File: config.mk
export PLATFORM = sky130hd
export DESIGN_NAME = periodic_task_dispatcher
export DESIGN_NICKNAME = d
export VERILOG_FILES = /design/src/ptd_pkg.sv /design/src/periodic_task_dispatcher.sv
export VERILOG_INCLUDE_DIRS = /design/src /design/src/src
export SDC_FILE = /design/constraint.sdc
export NUM_CORES = 2
export LEC_CHECK = 0
export ABC_AREA = 1
export BUFFER_PORTS_ARGS = -buffer_cell sky130_fd_sc_hd__buf_2
export CAP_MARGIN = 20
export CORE_ASPECT_RATIO = 0.9
export CORE_MARGIN = 2
export CORE_UTILIZATION = 30
export CTS_BUF_LIST = sky130_fd_sc_hd__clkbuf_4
export DETAILED_ROUTE_END_ITERATION = 6
export REMOVE_ABC_BUFFERS = 1
export SLEW_MARGIN = 20
export SYNTH_ARGS = -nofsm -noshare
export SYNTH_HDL_FRONTEND = slang
export SYNTH_SLANG_ARGS = --single-unit
File: constraint.sdc
create_clock -name clk -period 7.8 [get_ports clk]
set_input_delay 0.39 -clock clk [delete_from_list [all_inputs] [get_ports clk]]
set_output_delay 0.39 -clock clk [all_outputs]
set_load 0.01 [all_outputs]
File: src/periodic_task_dispatcher_assert.svh
// ----------------------------------------------------------------------------
// Periodic task dispatcher assertion macros
// Immediate-consequence and next-cycle implication checks, empty for synthesis.
// ----------------------------------------------------------------------------
`ifndef PERIODIC_TASK_DISPATCHER_ASSERT_SVH
`define PERIODIC_TASK_DISPATCHER_ASSERT_SVH

`ifndef SYNTHESIS

// ante |-> cons, sampled on the rising clock edge, off while in reset
`define PTD_ASSERT_NOW(label, clk, rst_n, ante, cons) \
  label: assert property (@(posedge clk) disable iff (!rst_n) (ante) |-> (cons)) \
    else $error("periodic_task_dispatcher: check failed");

// ante |=> cons, sampled on the rising clock edge, off while in reset
`define PTD_ASSERT_NEXT(label, clk, rst_n, ante, cons) \
  label: assert property (@(posedge clk) disable iff (!rst_n) (ante) |=> (cons)) \
    else $error("periodic_task_dispatcher: check failed");

`else

`define PTD_ASSERT_NOW(label, clk, rst_n, ante, cons)
`define PTD_ASSERT_NEXT(label, clk, rst_n, ante, cons)

`endif

`endif

File: src/ptd_pkg.sv
// ----------------------------------------------------------------------------
// ptd_pkg
// Types, codes and slot search helpers for the periodic task dispatcher.
// ----------------------------------------------------------------------------
`timescale 1ns / 1ps

package ptd_pkg;

  // Table geometry and time width
  localparam int NUM_SLOTS = 16;
  localparam int TIME_BITS = 32;
  localparam int SLOT_W    = $clog2(NUM_SLOTS);
  localparam int ID_W      = 4;
  localparam int KIND_W    = 3;
  localparam int MODE_W    = 2;

  // Configuration port
  localparam int CFG_ADDR_W = 3;
  localparam int CFG_DATA_W = 32;
  localparam logic REG_COMP_RANGE = 1'b0;  // word index, paddr[2]

  // Item kinds
  localparam logic [KIND_W-1:0] KIND_POLL       = 3'd0;
  localparam logic [KIND_W-1:0] KIND_ADD        = 3'd1;
  localparam logic [KIND_W-1:0] KIND_SET_ENABLE = 3'd2;
  localparam logic [KIND_W-1:0] KIND_DELETE     = 3'd3;
  localparam logic [KIND_W-1:0] KIND_SET_PERIOD = 3'd4;
  localparam logic [KIND_W-1:0] KIND_SET_PRIO   = 3'd5;

  // Enable modes
  localparam logic [MODE_W-1:0] MODE_DISABLE = 2'd0;
  localparam logic [MODE_W-1:0] MODE_TOGGLE  = 2'd2;

  // Status codes
  localparam logic STATUS_OK   = 1'b0;
  localparam logic STATUS_FULL = 1'b1;

  typedef struct packed {
    logic [KIND_W-1:0]    kind;
    logic [TIME_BITS-1:0] now;
    logic [ID_W-1:0]      task_id;
    logic [TIME_BITS-1:0] period_ticks;
    logic [MODE_W-1:0]    enable_mode;
    logic                 wants_dt;
    logic                 cancel;
  } item_t;

  typedef struct packed {
    logic                 dispatch;
    logic [ID_W-1:0]      result_id;
    logic [TIME_BITS-1:0] elapsed;
    logic                 pass_elapsed;
    logic                 status;
    logic                 last;
  } result_t;

  typedef struct packed {
    logic              found;
    logic [SLOT_W-1:0] idx;
  } lookup_t;

  // First live slot at or above 'from'
  function automatic lookup_t find_live(input logic [NUM_SLOTS-1:0] v,
                                        input logic [SLOT_W:0] from);
    lookup_t res;
    res = '0;
    for (int i = NUM_SLOTS - 1; i >= 0; i--) begin
      if (v[i] && ((SLOT_W + 1)'(i) >= from)) begin
        res.found = 1'b1;
        res.idx   = SLOT_W'(i);
      end
    end
    return res;
  endfunction

  // Highest live slot
  function automatic lookup_t find_top(input logic [NUM_SLOTS-1:0] v);
    lookup_t res;
    res = '0;
    for (int i = 0; i < NUM_SLOTS; i++) begin
      if (v[i]) begin
        res.found = 1'b1;
        res.idx   = SLOT_W'(i);
      end
    end
    return res;
  endfunction

endpackage

File: src/periodic_task_dispatcher.sv
// ----------------------------------------------------------------------------
// periodic_task_dispatcher
// Round-robin periodic task table with an optional high-priority task.
// ----------------------------------------------------------------------------
// Usage:
//   Input channel: an item beat is taken on a clock edge with start high and
//   busy low. Result channel: each result beat sits on out_item for exactly
//   one cycle with out_valid high; the receiver cannot stall it. out_item.last
//   marks the final beat of an item. Configuration: APB port, comp_range at
//   byte address 0, pready tied high; write only while idle.
//   Busy states after the accepting edge (the final result beat, if any, shows
//   up as busy drops): table items pass S_CMD and give one ack beat; a poll
//   with no live task passes S_CMD only; a poll passes S_CMD and S_EXAM1,
//   adding S_EXAM2 with a high-priority task and S_OUT2 when both dispatch.
//   Each examined task costs one read of the period and run-time memories
//   (one read and one write port, read data registered).
//   Reset (synchronous, rst_n low) empties the table, puts the cursor at the
//   end and clears the high-priority task and comp_range. The period and
//   run-time memories are not cleared; add writes an entry before use.
// ----------------------------------------------------------------------------
`timescale 1ns / 1ps

`include "periodic_task_dispatcher_assert.svh"

module periodic_task_dispatcher (
  input  logic                                clk,
  input  logic                                rst_n,
  // item channel
  input  logic                                start,
  output logic                                busy,
  input  ptd_pkg::item_t                      in_item,
  // result channel
  output logic                                out_valid,
  output ptd_pkg::result_t                    out_item,
  // configuration port
  input  logic                                psel,
  input  logic                                penable,
  input  logic                                pwrite,
  input  logic [ptd_pkg::CFG_ADDR_W-1:0]      paddr,
  input  logic [ptd_pkg::CFG_DATA_W-1:0]      pwdata,
  output logic [ptd_pkg::CFG_DATA_W-1:0]      prdata,
  output logic                                pready
);

  localparam int NS = ptd_pkg::NUM_SLOTS;
  localparam int SW = ptd_pkg::SLOT_W;
  localparam int TB = ptd_pkg::TIME_BITS;

  // Sequencer states
  localparam logic [2:0] S_IDLE  = 3'd0;
  localparam logic [2:0] S_CMD   = 3'd1;
  localparam logic [2:0] S_EXAM1 = 3'd2;
  localparam logic [2:0] S_EXAM2 = 3'd3;
  localparam logic [2:0] S_OUT2  = 3'd4;

  logic [2:0]               state_r, state_nxt;
  ptd_pkg::item_t           item_r;
  logic [TB-1:0]            comp_range_r;
  logic [NS-1:0]            valid_r, valid_nxt;
  logic [NS-1:0]            enable_r, enable_nxt;
  logic [SW-1:0]            cursor_r, cursor_nxt;
  logic                     cursor_at_end_r, cursor_at_end_nxt;
  logic                     prio_valid_r, prio_valid_nxt;
  logic [SW-1:0]            prio_slot_r, prio_slot_nxt;
  logic [SW-1:0]            exam_slot_r, exam_slot_nxt;
  ptd_pkg::result_t         hold_r, hold_nxt;
  logic                     hold_valid_r, hold_valid_nxt;
  logic                     fwd_r, fwd_nxt;
  logic [TB-1:0]            wb_last_r, wb_last_nxt;
  logic                     out_valid_r, out_valid_nxt;
  ptd_pkg::result_t         out_item_r, out_item_nxt;

  // State memories: period, and {wants_dt, last run}
  logic [TB-1:0]            per_mem [NS];
  logic [TB:0]              run_mem [NS];
  logic [TB-1:0]            per_rd_r;
  logic [TB:0]              run_rd_r;
  logic [SW-1:0]            rd_addr;
  logic [SW-1:0]            wr_addr;
  logic                     per_we;
  logic                     run_we;
  logic [TB-1:0]            per_wdata;
  logic [TB:0]              run_wdata;

  // Decode helpers
  logic                     cfg_wr;
  logic [SW-1:0]            tid;
  logic                     live;
  ptd_pkg::lookup_t         scan_a, scan_b, scan_nxt, top;
  logic [SW:0]              scan_from;
  logic [SW:0]              nxt_from;
  logic [SW-1:0]            poll_slot;
  logic [SW-1:0]            add_id;

  // Examine datapath
  logic [SW-1:0]            ex_slot;
  logic [TB-1:0]            ex_last;
  logic [TB-1:0]            ex_due_at;
  logic [TB-1:0]            ex_late;
  logic                     ex_due;
  logic [TB-1:0]            ex_new_last;
  ptd_pkg::result_t         ex_res;

  // ------------------------------------------------------------------
  // Configuration port
  assign pready = 1'b1;
  assign cfg_wr = psel && penable && pwrite && pready;
  assign prdata = (paddr[2] == ptd_pkg::REG_COMP_RANGE) ? comp_range_r : '0;

  always_ff @(posedge clk) begin
    if (!rst_n) begin
      comp_range_r <= '0;
    end else if (cfg_wr && (paddr[2] == ptd_pkg::REG_COMP_RANGE)) begin
      comp_range_r <= pwdata;
    end
  end

  // ------------------------------------------------------------------
  // Memories, read data registered
  always_ff @(posedge clk) begin
    if (per_we) begin
      per_mem[wr_addr] <= per_wdata;
    end
    per_rd_r <= per_mem[rd_addr];
  end

  always_ff @(posedge clk) begin
    if (run_we) begin
      run_mem[wr_addr] <= run_wdata;
    end
    run_rd_r <= run_mem[rd_addr];
  end

  // ------------------------------------------------------------------
  // Slot searches
  assign tid       = SW'(item_r.task_id);
  assign live      = (32'(item_r.task_id) < NS) && valid_r[tid];
  assign scan_from = cursor_at_end_r ? '0 : {1'b0, cursor_r};
  assign scan_a    = ptd_pkg::find_live(valid_r, scan_from);
  assign scan_b    = ptd_pkg::find_live(valid_r, '0);
  assign poll_slot = scan_a.found ? scan_a.idx : scan_b.idx;
  assign nxt_from  = (state_r == S_EXAM1) ? ({1'b0, exam_slot_r} + 1'b1)
                                          : ({1'b0, tid} + 1'b1);
  assign scan_nxt  = ptd_pkg::find_live(valid_r, nxt_from);
  assign top       = ptd_pkg::find_top(valid_r);
  assign add_id    = top.found ? (top.idx + 1'b1) : '0;

  // ------------------------------------------------------------------
  // Examine one task: due check, elapsed and new run time
  assign ex_slot     = (state_r == S_EXAM1) ? exam_slot_r : prio_slot_r;
  assign ex_last     = (state_r == S_EXAM2 && fwd_r) ? wb_last_r : run_rd_r[TB-1:0];
  assign ex_due_at   = ex_last + per_rd_r;
  assign ex_due      = valid_r[ex_slot] && enable_r[ex_slot] && (item_r.now >= ex_due_at);
  assign ex_late     = item_r.now - ex_due_at;
  assign ex_new_last = (ex_late <= comp_range_r) ? ex_due_at : item_r.now;

  always_comb begin
    ex_res              = '0;
    ex_res.dispatch     = 1'b1;
    ex_res.result_id    = ptd_pkg::ID_W'(ex_slot);
    ex_res.elapsed      = item_r.now - ex_last;
    ex_res.pass_elapsed = run_rd_r[TB];
    ex_res.status       = ptd_pkg::STATUS_OK;
    ex_res.last         = 1'b1;
  end

  // ------------------------------------------------------------------
  // Sequencer
  always_comb begin
    state_nxt         = state_r;
    valid_nxt         = valid_r;
    enable_nxt        = enable_r;
    cursor_nxt        = cursor_r;
    cursor_at_end_nxt = cursor_at_end_r;
    prio_valid_nxt    = prio_valid_r;
    prio_slot_nxt     = prio_slot_r;
    exam_slot_nxt     = exam_slot_r;
    hold_nxt          = hold_r;
    hold_valid_nxt    = hold_valid_r;
    fwd_nxt           = fwd_r;
    wb_last_nxt       = wb_last_r;
    out_valid_nxt     = 1'b0;
    out_item_nxt      = out_item_r;
    rd_addr           = poll_slot;
    wr_addr           = ex_slot;
    per_we            = 1'b0;
    run_we            = 1'b0;
    per_wdata         = item_r.period_ticks;
    run_wdata         = {run_rd_r[TB], ex_new_last};

    case (state_r)
      S_IDLE: begin
        if (start) begin
          state_nxt = S_CMD;
        end
      end

      S_CMD: begin
        state_nxt         = S_IDLE;
        out_item_nxt      = '0;
        out_item_nxt.last = 1'b1;
        out_valid_nxt     = 1'b1;
        case (item_r.kind)
          ptd_pkg::KIND_POLL: begin
            out_valid_nxt = 1'b0;
            if (scan_b.found) begin
              rd_addr       = poll_slot;
              exam_slot_nxt = poll_slot;
              state_nxt     = S_EXAM1;
            end
          end
          ptd_pkg::KIND_ADD: begin
            if (valid_r[NS-1]) begin
              out_item_nxt.status = ptd_pkg::STATUS_FULL;
            end else begin
              wr_addr                = add_id;
              per_we                 = 1'b1;
              run_we                 = 1'b1;
              per_wdata              = item_r.period_ticks;
              run_wdata              = {item_r.wants_dt, item_r.now - item_r.period_ticks};
              valid_nxt[add_id]      = 1'b1;
              enable_nxt[add_id]     = (item_r.enable_mode != ptd_pkg::MODE_DISABLE);
              out_item_nxt.result_id = ptd_pkg::ID_W'(add_id);
            end
          end
          ptd_pkg::KIND_SET_ENABLE: begin
            if (live) begin
              if (item_r.enable_mode == ptd_pkg::MODE_TOGGLE) begin
                enable_nxt[tid] = !enable_r[tid];
              end else begin
                enable_nxt[tid] = (item_r.enable_mode != ptd_pkg::MODE_DISABLE);
              end
            end
          end
          ptd_pkg::KIND_DELETE: begin
            if (live) begin
              // cursor on the deleted slot moves on
              if (!cursor_at_end_r && cursor_r == tid) begin
                if (scan_nxt.found) begin
                  cursor_nxt = scan_nxt.idx;
                end else begin
                  cursor_at_end_nxt = 1'b1;
                end
              end
              if (prio_valid_r && prio_slot_r == tid) begin
                prio_valid_nxt = 1'b0;
              end
              valid_nxt[tid] = 1'b0;
            end
          end
          ptd_pkg::KIND_SET_PERIOD: begin
            if (live) begin
              wr_addr   = tid;
              per_we    = 1'b1;
              per_wdata = (item_r.period_ticks == '0) ? TB'(1) : item_r.period_ticks;
            end
          end
          ptd_pkg::KIND_SET_PRIO: begin
            prio_valid_nxt = !item_r.cancel && live;
            if (!item_r.cancel && live) begin
              prio_slot_nxt = tid;
            end
          end
          default: begin
            out_valid_nxt = 1'b0;
          end
        endcase
      end

      S_EXAM1: begin
        // advance the round-robin cursor
        if (scan_nxt.found) begin
          cursor_nxt        = scan_nxt.idx;
          cursor_at_end_nxt = 1'b0;
        end else begin
          cursor_at_end_nxt = 1'b1;
        end
        wr_addr = exam_slot_r;
        run_we  = ex_due;
        if (prio_valid_r) begin
          // second read; forward the run time just written to the same slot
          rd_addr        = prio_slot_r;
          hold_nxt       = ex_res;
          hold_valid_nxt = ex_due;
          fwd_nxt        = ex_due && (prio_slot_r == exam_slot_r);
          wb_last_nxt    = ex_new_last;
          state_nxt      = S_EXAM2;
        end else begin
          out_valid_nxt = ex_due;
          out_item_nxt  = ex_res;
          state_nxt     = S_IDLE;
        end
      end

      S_EXAM2: begin
        wr_addr   = prio_slot_r;
        run_we    = ex_due;
        state_nxt = S_IDLE;
        if (hold_valid_r) begin
          out_valid_nxt     = 1'b1;
          out_item_nxt      = hold_r;
          out_item_nxt.last = !ex_due;
          if (ex_due) begin
            hold_nxt  = ex_res;
            state_nxt = S_OUT2;
          end
        end else begin
          out_valid_nxt = ex_due;
          out_item_nxt  = ex_res;
        end
      end

      S_OUT2: begin
        out_valid_nxt = 1'b1;
        out_item_nxt  = hold_r;
        state_nxt     = S_IDLE;
      end

      default: begin
        state_nxt = S_IDLE;
      end
    endcase
  end

  // Control registers
  always_ff @(posedge clk) begin
    if (!rst_n) begin
      state_r         <= S_IDLE;
      valid_r         <= '0;
      enable_r        <= '0;
      cursor_r        <= '0;
      cursor_at_end_r <= 1'b1;
      prio_valid_r    <= 1'b0;
      prio_slot_r     <= '0;
      hold_valid_r    <= 1'b0;
      fwd_r           <= 1'b0;
      out_valid_r     <= 1'b0;
    end else begin
      state_r         <= state_nxt;
      valid_r         <= valid_nxt;
      enable_r        <= enable_nxt;
      cursor_r        <= cursor_nxt;
      cursor_at_end_r <= cursor_at_end_nxt;
      prio_valid_r    <= prio_valid_nxt;
      prio_slot_r     <= prio_slot_nxt;
      hold_valid_r    <= hold_valid_nxt;
      fwd_r           <= fwd_nxt;
      out_valid_r     <= out_valid_nxt;
    end
  end

  // Payload registers
  always_ff @(posedge clk) begin
    if (state_r == S_IDLE && start) begin
      item_r <= in_item;
    end
    exam_slot_r <= exam_slot_nxt;
    hold_r      <= hold_nxt;
    wb_last_r   <= wb_last_nxt;
    out_item_r  <= out_item_nxt;
  end

  assign busy      = (state_r != S_IDLE);
  assign out_valid = out_valid_r;
  assign out_item  = out_item_r;

  // ------------------------------------------------------------------
  // Checks
  `PTD_ASSERT_NEXT(a_pair_follows, clk, rst_n, out_valid_r && !out_item_r.last, out_valid_r && out_item_r.last)
  `PTD_ASSERT_NOW(a_prio_live, clk, rst_n, prio_valid_r, valid_r[prio_slot_r])
  `PTD_ASSERT_NOW(a_cursor_live, clk, rst_n, !cursor_at_end_r, valid_r[cursor_r])
  `PTD_ASSERT_NOW(a_full_ack, clk, rst_n, out_valid_r && out_item_r.status, !out_item_r.dispatch && out_item_r.last)

endmodule
**Word-level counts from Yosys, hierarchy flattened**

Memory sizes are Yosys's and may differ from the RTL's. A register that Yosys moved wholly into a read port is not among the register bits.
Cells that the tools add are included.

- Register bits after elaboration: 271
- Memory bits (writable): 1,040
- Output and inout bits: 75
- Memories: 2

Memories:

| memory | words | width | rd ports | clocked after memory_dff | wr ports | line | RTL |
|---|---|---|---|---|---|---|---|
| run_mem | 16 | 33 | 1 | 1 | 1 | periodic_task_dispatcher.sv:75 | `logic [TB:0] run_mem [NS];` |
| per_mem | 16 | 32 | 1 | 1 | 1 | periodic_task_dispatcher.sv:74 | `logic [TB-1:0] per_mem [NS];` |

- Add/subtract/negate cells: 7
- Order comparisons: 39
- Equal/unequal tests: 26
- Muxes and demuxes: 153
- Bitwise gates (word level): 4
- Reduce and logical (&&, ||, !) cells: 73

Operators with widths:

| operator | count |
|---|---|
| $mux W5 | 65 |
| $mux W32 | 7 |
| $mux W40 | 5 |
| $pmux W40 S4 | 1 |
| $mux W33 | 3 |
| $sub A32 B32 Y32 | 3 |
| $mux W16 | 5 |
| $pmux W40 S2 | 1 |
| $pmux W16 S2 | 2 |
| $mux W4 | 14 |
| $bwmux W16 | 3 |
| $logic_and A1 B1 Y1 | 45 |
| $ge A4 B5 Y1 const A | 8 |
| $add A32 B32 Y32 | 1 |
| $ge A32 B32 Y1 | 1 |
| $ge A4 B4 Y1 const A | 8 |
| $le A32 B32 Y1 | 1 |
| $logic_not A32 Y1 | 1 |
| $mux W1 | 26 |
| $ne A2 B2 Y1 const B | 12 |
| $ge A3 B5 Y1 const A | 4 |
| $reduce_and A4 Y1 | 5 |
| $and A16 B16 Y16 | 1 |
| $bmux W1 S4 | 4 |
| 36 further kinds | 76 |

**Logic depth before layout (Yosys ltp)**

- Word-level depth: 25
- Depth in mapped cells: 48
- Depth with buffers taken out: 45

**Worst setup path after synthesis**

No wires, ideal clock.

- Path kind: register to register
- Start point: reg state_r[2]
- End point: mem run_mem[0][22] (netlist name), data pin
- Library setup time: 0.330 ns
- Arrival: 6.623 ns
- Setup slack: 0.847 ns
- Stages on the path, launching flop included: 41
- Buffers on the path: 2
- Period minus slack after synthesis: 6.953 ns
- Cells stage by stage: dfxtp_1 > inv_1 > nand2_1 > nor2_1 > nand2_1 > clkbuf_1 > nand2_1 > o21ai_0 > ha_1 > nand2_1 > nor2_1 > inv_1 > nor3_1 > nand3_1 > nand3_1 > nand2_1 > nand2_1 > nand3_1 > (+5 left out) > xor2_1 > ha_1 > inv_1 > o21bai_1 > a221oi_1 > nand3_1 > xor2_1 > ha_1 > nand2_1 > inv_1 > nand3_1 > nor4_1 > nor4b_1 > nand3_1 > nand2_1 > clkbuf_1 > o21ai_0 > o21ai_0

- Word-level cells in the longest chain between the ends: 10
- Elaborated cells on any way between the ends: 11

Ends and longest elaborated chain:

| element | line | RTL |
|---|---|---|
| start, declared | periodic_task_dispatcher.sv:56 | `logic [2:0] state_r, state_nxt;` |
| start signal, assigned | periodic_task_dispatcher.sv:339 | `state_r <= state_nxt;` |
| $eq A3 B2 Y1 | periodic_task_dispatcher.sv:151 | `assign ex_last = (state_r == S_EXAM2 && fwd_r) ? wb_last_r : run_rd_r[TB-1:0];` |
| $logic_and A1 B1 Y1 | periodic_task_dispatcher.sv:151 |  |
| $mux W32 | periodic_task_dispatcher.sv:151 |  |
| $add A32 B32 Y32 | periodic_task_dispatcher.sv:152 | `assign ex_due_at = ex_last + per_rd_r;` |
| $sub A32 B32 Y32 | periodic_task_dispatcher.sv:154 | `assign ex_late = item_r.now - ex_due_at;` |
| $le A32 B32 Y1 | periodic_task_dispatcher.sv:155 | `assign ex_new_last = (ex_late <= comp_range_r) ? ex_due_at : item_r.now;` |
| $mux W32 | periodic_task_dispatcher.sv:155 |  |
| $mux W33 | periodic_task_dispatcher.sv:213 | `if (valid_r[NS-1]) begin` |
| $mux W33 | periodic_task_dispatcher.sv:203 | `case (item_r.kind)` |
| $mux W33 (*) | periodic_task_dispatcher.sv:191 | `case (state_r)` |
| via run_wdata[22] | periodic_task_dispatcher.sv:83 | `logic [TB:0] run_wdata;` |
| end, declared | periodic_task_dispatcher.sv:75 |  |

Mark *: on every way through the listed nets, which the timed path passes. The rest lies on a longest branch.

**Worst setup path after layout**

- Start point: reg state_r[2]
- End point: mem run_mem[7][24] (netlist name), data pin

- Word-level cells in the longest chain between the ends: 10
- Elaborated cells on any way between the ends: 11

Ends and longest elaborated chain:

| element | line | RTL |
|---|---|---|
| $eq A3 B2 Y1 (*) | periodic_task_dispatcher.sv:151 |  |
| $logic_and A1 B1 Y1 (*) | periodic_task_dispatcher.sv:151 |  |
| $mux W32 (*) | periodic_task_dispatcher.sv:151 |  |
| $add A32 B32 Y32 (*) | periodic_task_dispatcher.sv:152 |  |
| $sub A32 B32 Y32 | periodic_task_dispatcher.sv:154 |  |
| $le A32 B32 Y1 | periodic_task_dispatcher.sv:155 |  |
| $mux W32 (*) | periodic_task_dispatcher.sv:155 |  |
| via ex_new_last[24] | periodic_task_dispatcher.sv:101 | `logic [TB-1:0] ex_new_last;` |
| $mux W33 | periodic_task_dispatcher.sv:213 |  |
| $mux W33 | periodic_task_dispatcher.sv:203 |  |
| $mux W33 (*) | periodic_task_dispatcher.sv:191 |  |
| via run_wdata[24] | periodic_task_dispatcher.sv:83 |  |

Marks and branches as above.

==> metrics.cfg <==
[status]
outcome = finished with violations
violations = DRC

[place]
placed_cell_area_um2 = 71500
place_congestion = 0.961
post-dp-hpwl_um = 129000
pre_cts_slack_ns = 0.174
portBuffers = 187

[clocking]
root_buffer = clkbuf_4
clk_path_buf_depth = 4
numCtsBuffers = 375
clkLatencyLatePin_ns = 1.40
htreeDepth = 5
clk_pin_slew_ns = 0.08
cts_tree = done
clock-sinks = 1373

[layout]
most-common-layout-cells = nand2_1 (1649), nand3_1 (1273), edfxtp_1 (1228), inv_1 (959), clkbuf_4 (578)
area_delta_synth_final_pct = 19.2
final_common_cell = nand2_1
final_cell_area_um2 = 79300
layout.nets = 7963
drive_gt1_frac = 0.131

[power_and_ir_drop]
pwr-share-seq = 0.333
p_int_uw = 24500
comb_power_share = 0.514
power_frac_clock = 0.153
leakage_uw = 0.0333
finalPower_uw = 42800
sw_frac_of_total = 0.427
power_density_nw_per_um2 = 539
p_sw_uw = 18300
ir_drop_uv = 954

[synthesis]
synth-seq-cells = 1373
synth_flop_cell = edfxtp_1
synth_edf_count = 1228
ys_warn_count = 0
synthArstFlopShare = 0
syn_area_um2 = 66500
yosysSeqAreaShare = 0.598
synthCells = 7065
synth_cell_type_count = 61
postSynthAreaPerCell_um2 = 9.42

[floorplanning]
core_area_um2 = 221000
rows = 164
die_area_um2 = 226000
start_util = 0.301
die_w_um = 500
io_pins = 191
die_h_um = 451

[worst_setup_path]
timing.rr.start = state_r[2]$_SDFFE_PN0P_
reg2regPathDepth = 38
r2r_setup_slack_ns = 0.51
r2r-end = run_mem[7][24]$_DFFE_PP_
worstSetupStartpointType = register
cp_slowest_stage_delay_ns = 0.37
crit_required_ns = 8.81
worst_path_max_delay_cell = ha_1
endpoint_kind = register
path_max_fanout = 19
cp_common_cell = nand2_1
crit_type = register to register
critPathArrivalTime_ns = 8.30

[drt]
vias_per_cell = 4.90
routed_wirelength_um = 217000
via_count = 53400
drcViolationCount = 9
postRouteAntennaNets = 0
drt_iter0_drc = 5238
wl_per_cell_um = 19.9
firstDrtPassIters = 7

[global_route]
grt_pass1_vias = 51100
grt_pass1_wl_um = 319000
antenna_found_initial = 18
grt-ovfl-total = 0
grt_usage = 0.186
grt_max_degree = 198

[sta]
finalSetupViolations = 0
postLayoutSetupSlackWorst_ns = 0.511
hold_violations = 0
min_period_ns = 7.29
slew-limit-headroom = 0.276
fmax_ghz = 0.137
finalMaxSlewViolations = 0
whs_ns = 0.243
timing.final.crit_share = 0.934
skew_ns = 0.181
tightestPinTransition_ns = 1.09

[worst_hold_path]
min_to = item_r[54]$_DFFE_PP_
min_path_cells = 3
hold_start = in_item[54]
hp-class = input pin to register

[run]
maxCapViolations = 0

[layout make-up]
cell class	count	area (um2)
timing repair buffer	626	5400
multi-input combinational	4339	22000
clock buffer	578	4340
tap	2905	3630
clock inverter	87	474
inverter	972	3660
sequential	1373	39800
antenna	9	22.5
fill	22000	142000
[stage by stage]
stage,utilization,instances,setup TNS (ns)
after global routing,0.359,10900,-2.70
after floorplan,-,6684,-939.60
final,0.359,10900,0
after global placement,0.323,9931,0
after detailed placement,0.323,9931,0
after CTS,0.358,10900,0
[timing repair]
item	4_1_cts	5_1_grt
setup buffers	0	2
hold buffers	280	0
resized for setup	0	49
endpoints found under the hold margin	161	0
setup endpoints to repair	0	528
[critical path, delay by kind of cell (launching register included)]
family | cells | cell delay (ns)
AO/OA/AOI/OAI | 13 | 2.66
XOR/XNOR | 2 | 0.44
adder cells (fa/ha/maj) | 3 | 0.97
buffers and inverters | 8 | 1.28
flip-flops | 1 | 0.33
AND/OR/NAND/NOR | 12 | 1.33
[Yosys cell counts, drive strengths merged, types with 11 or more instances]
cell type / number / area share
nand2: 1660 / 0.094
nand3: 1276 / 0.096
edfxtp: 1228 / 0.55
inv: 968 / 0.055
o21ai: 327 / 0.025
nor2: 295 / 0.017
a21oi: 249 / 0.019
clkbuf: 225 / 0.013
buf: 156 / 0.012
ha: 156 / 0.029
dfxtp: 145 / 0.044
xor2: 74 / 0.0099
xnor2: 48 / 0.0063
a31oi: 41 / 0.0039
nor3: 37 / 0.0028
nand4: 22 / 0.0021
a211oi: 15 / 0.0017
o22ai: 15 / 0.0014
a22oi: 14 / 0.0016
a21boi: 13 / 0.0015
o21a: 12 / 0.0014
o21bai: 11 / 0.0012
[worst max path at each step]
stage | from | endpoint | slack, ns | depth (start not counted)
4_1_cts | state_r[2]$_SDFFE_PN0P_ | run_mem[10][24]$_DFFE_PP_ | 0.13 | 46
3_3_place_gp | state_r[2]$_SDFFE_PN0P_ | run_mem[9][24]$_DFFE_PP_ | 0.12 | 46
3_5_place_dp | state_r[2]$_SDFFE_PN0P_ | run_mem[3][24]$_DFFE_PP_ | 0.17 | 46
6_report | state_r[2]$_SDFFE_PN0P_ | run_mem[7][24]$_DFFE_PP_ | 0.51 | 38
2_1_floorplan | state_r[2]$_SDFFE_PN0P_ | per_rd_r[0]$_DFF_P_ | -12.89 | 13
5_1_grt | state_r[2]$_SDFFE_PN0P_ | run_mem[7][24]$_DFFE_PP_ | -0.07 | 46
[power groups by stage]
stage	logic [uW]	clock network, uW	registers (uW)
after global placement	20700	0	14400
after detailed placement	21200	0	14400
after CTS	21400	6720	14200
after floorplan	12100	0	14000
final	22000	6540	14200
after global routing	24300	7100	14300
[state kept, by name, indices dropped and copies added (netlist names)]
name	count
run_mem	528
per_mem	512
item_r	71
out_item	40
hold_r	37
run_rd_r	33
comp_range_r	32
per_rd_r	32
wb_last_r	32
enable_r	16
valid_r	16
cursor_r	4
exam_slot_r	4
prio_slot_r	4
tid	4
state_r	3
cursor_at_end_r	1
fwd_r	1
hold_valid_r	1
out_valid	1
prio_valid_r	1
[routing by layer]
metal  global-route usage  part of all wire  vias up
li1                     -                 -    25300
met1                0.240              0.41    25300
met2                0.304              0.47     2264
met3               0.0312             0.072      459
met4               0.0883             0.044        0
met5                    0                 0        -
[cells by family (layout without fill, tap and decap cells)]
logic type,count (synthesis),in the layout,share of synthesized area
AO/OA/AOI/OAI,739,739,0.0614
XOR/XNOR,122,122,0.0162
adder cells (fa/ha/maj),160,160,0.0305
buffers and inverters,1353,2263,0.0794
flip-flops,1373,1373,0.598
multiplexers,2,2,0.000338
other,1,10,0.0000564
AND/OR/NAND/NOR,3315,3315,0.214
No activity file was read; power rests on OpenSTA's default activity.
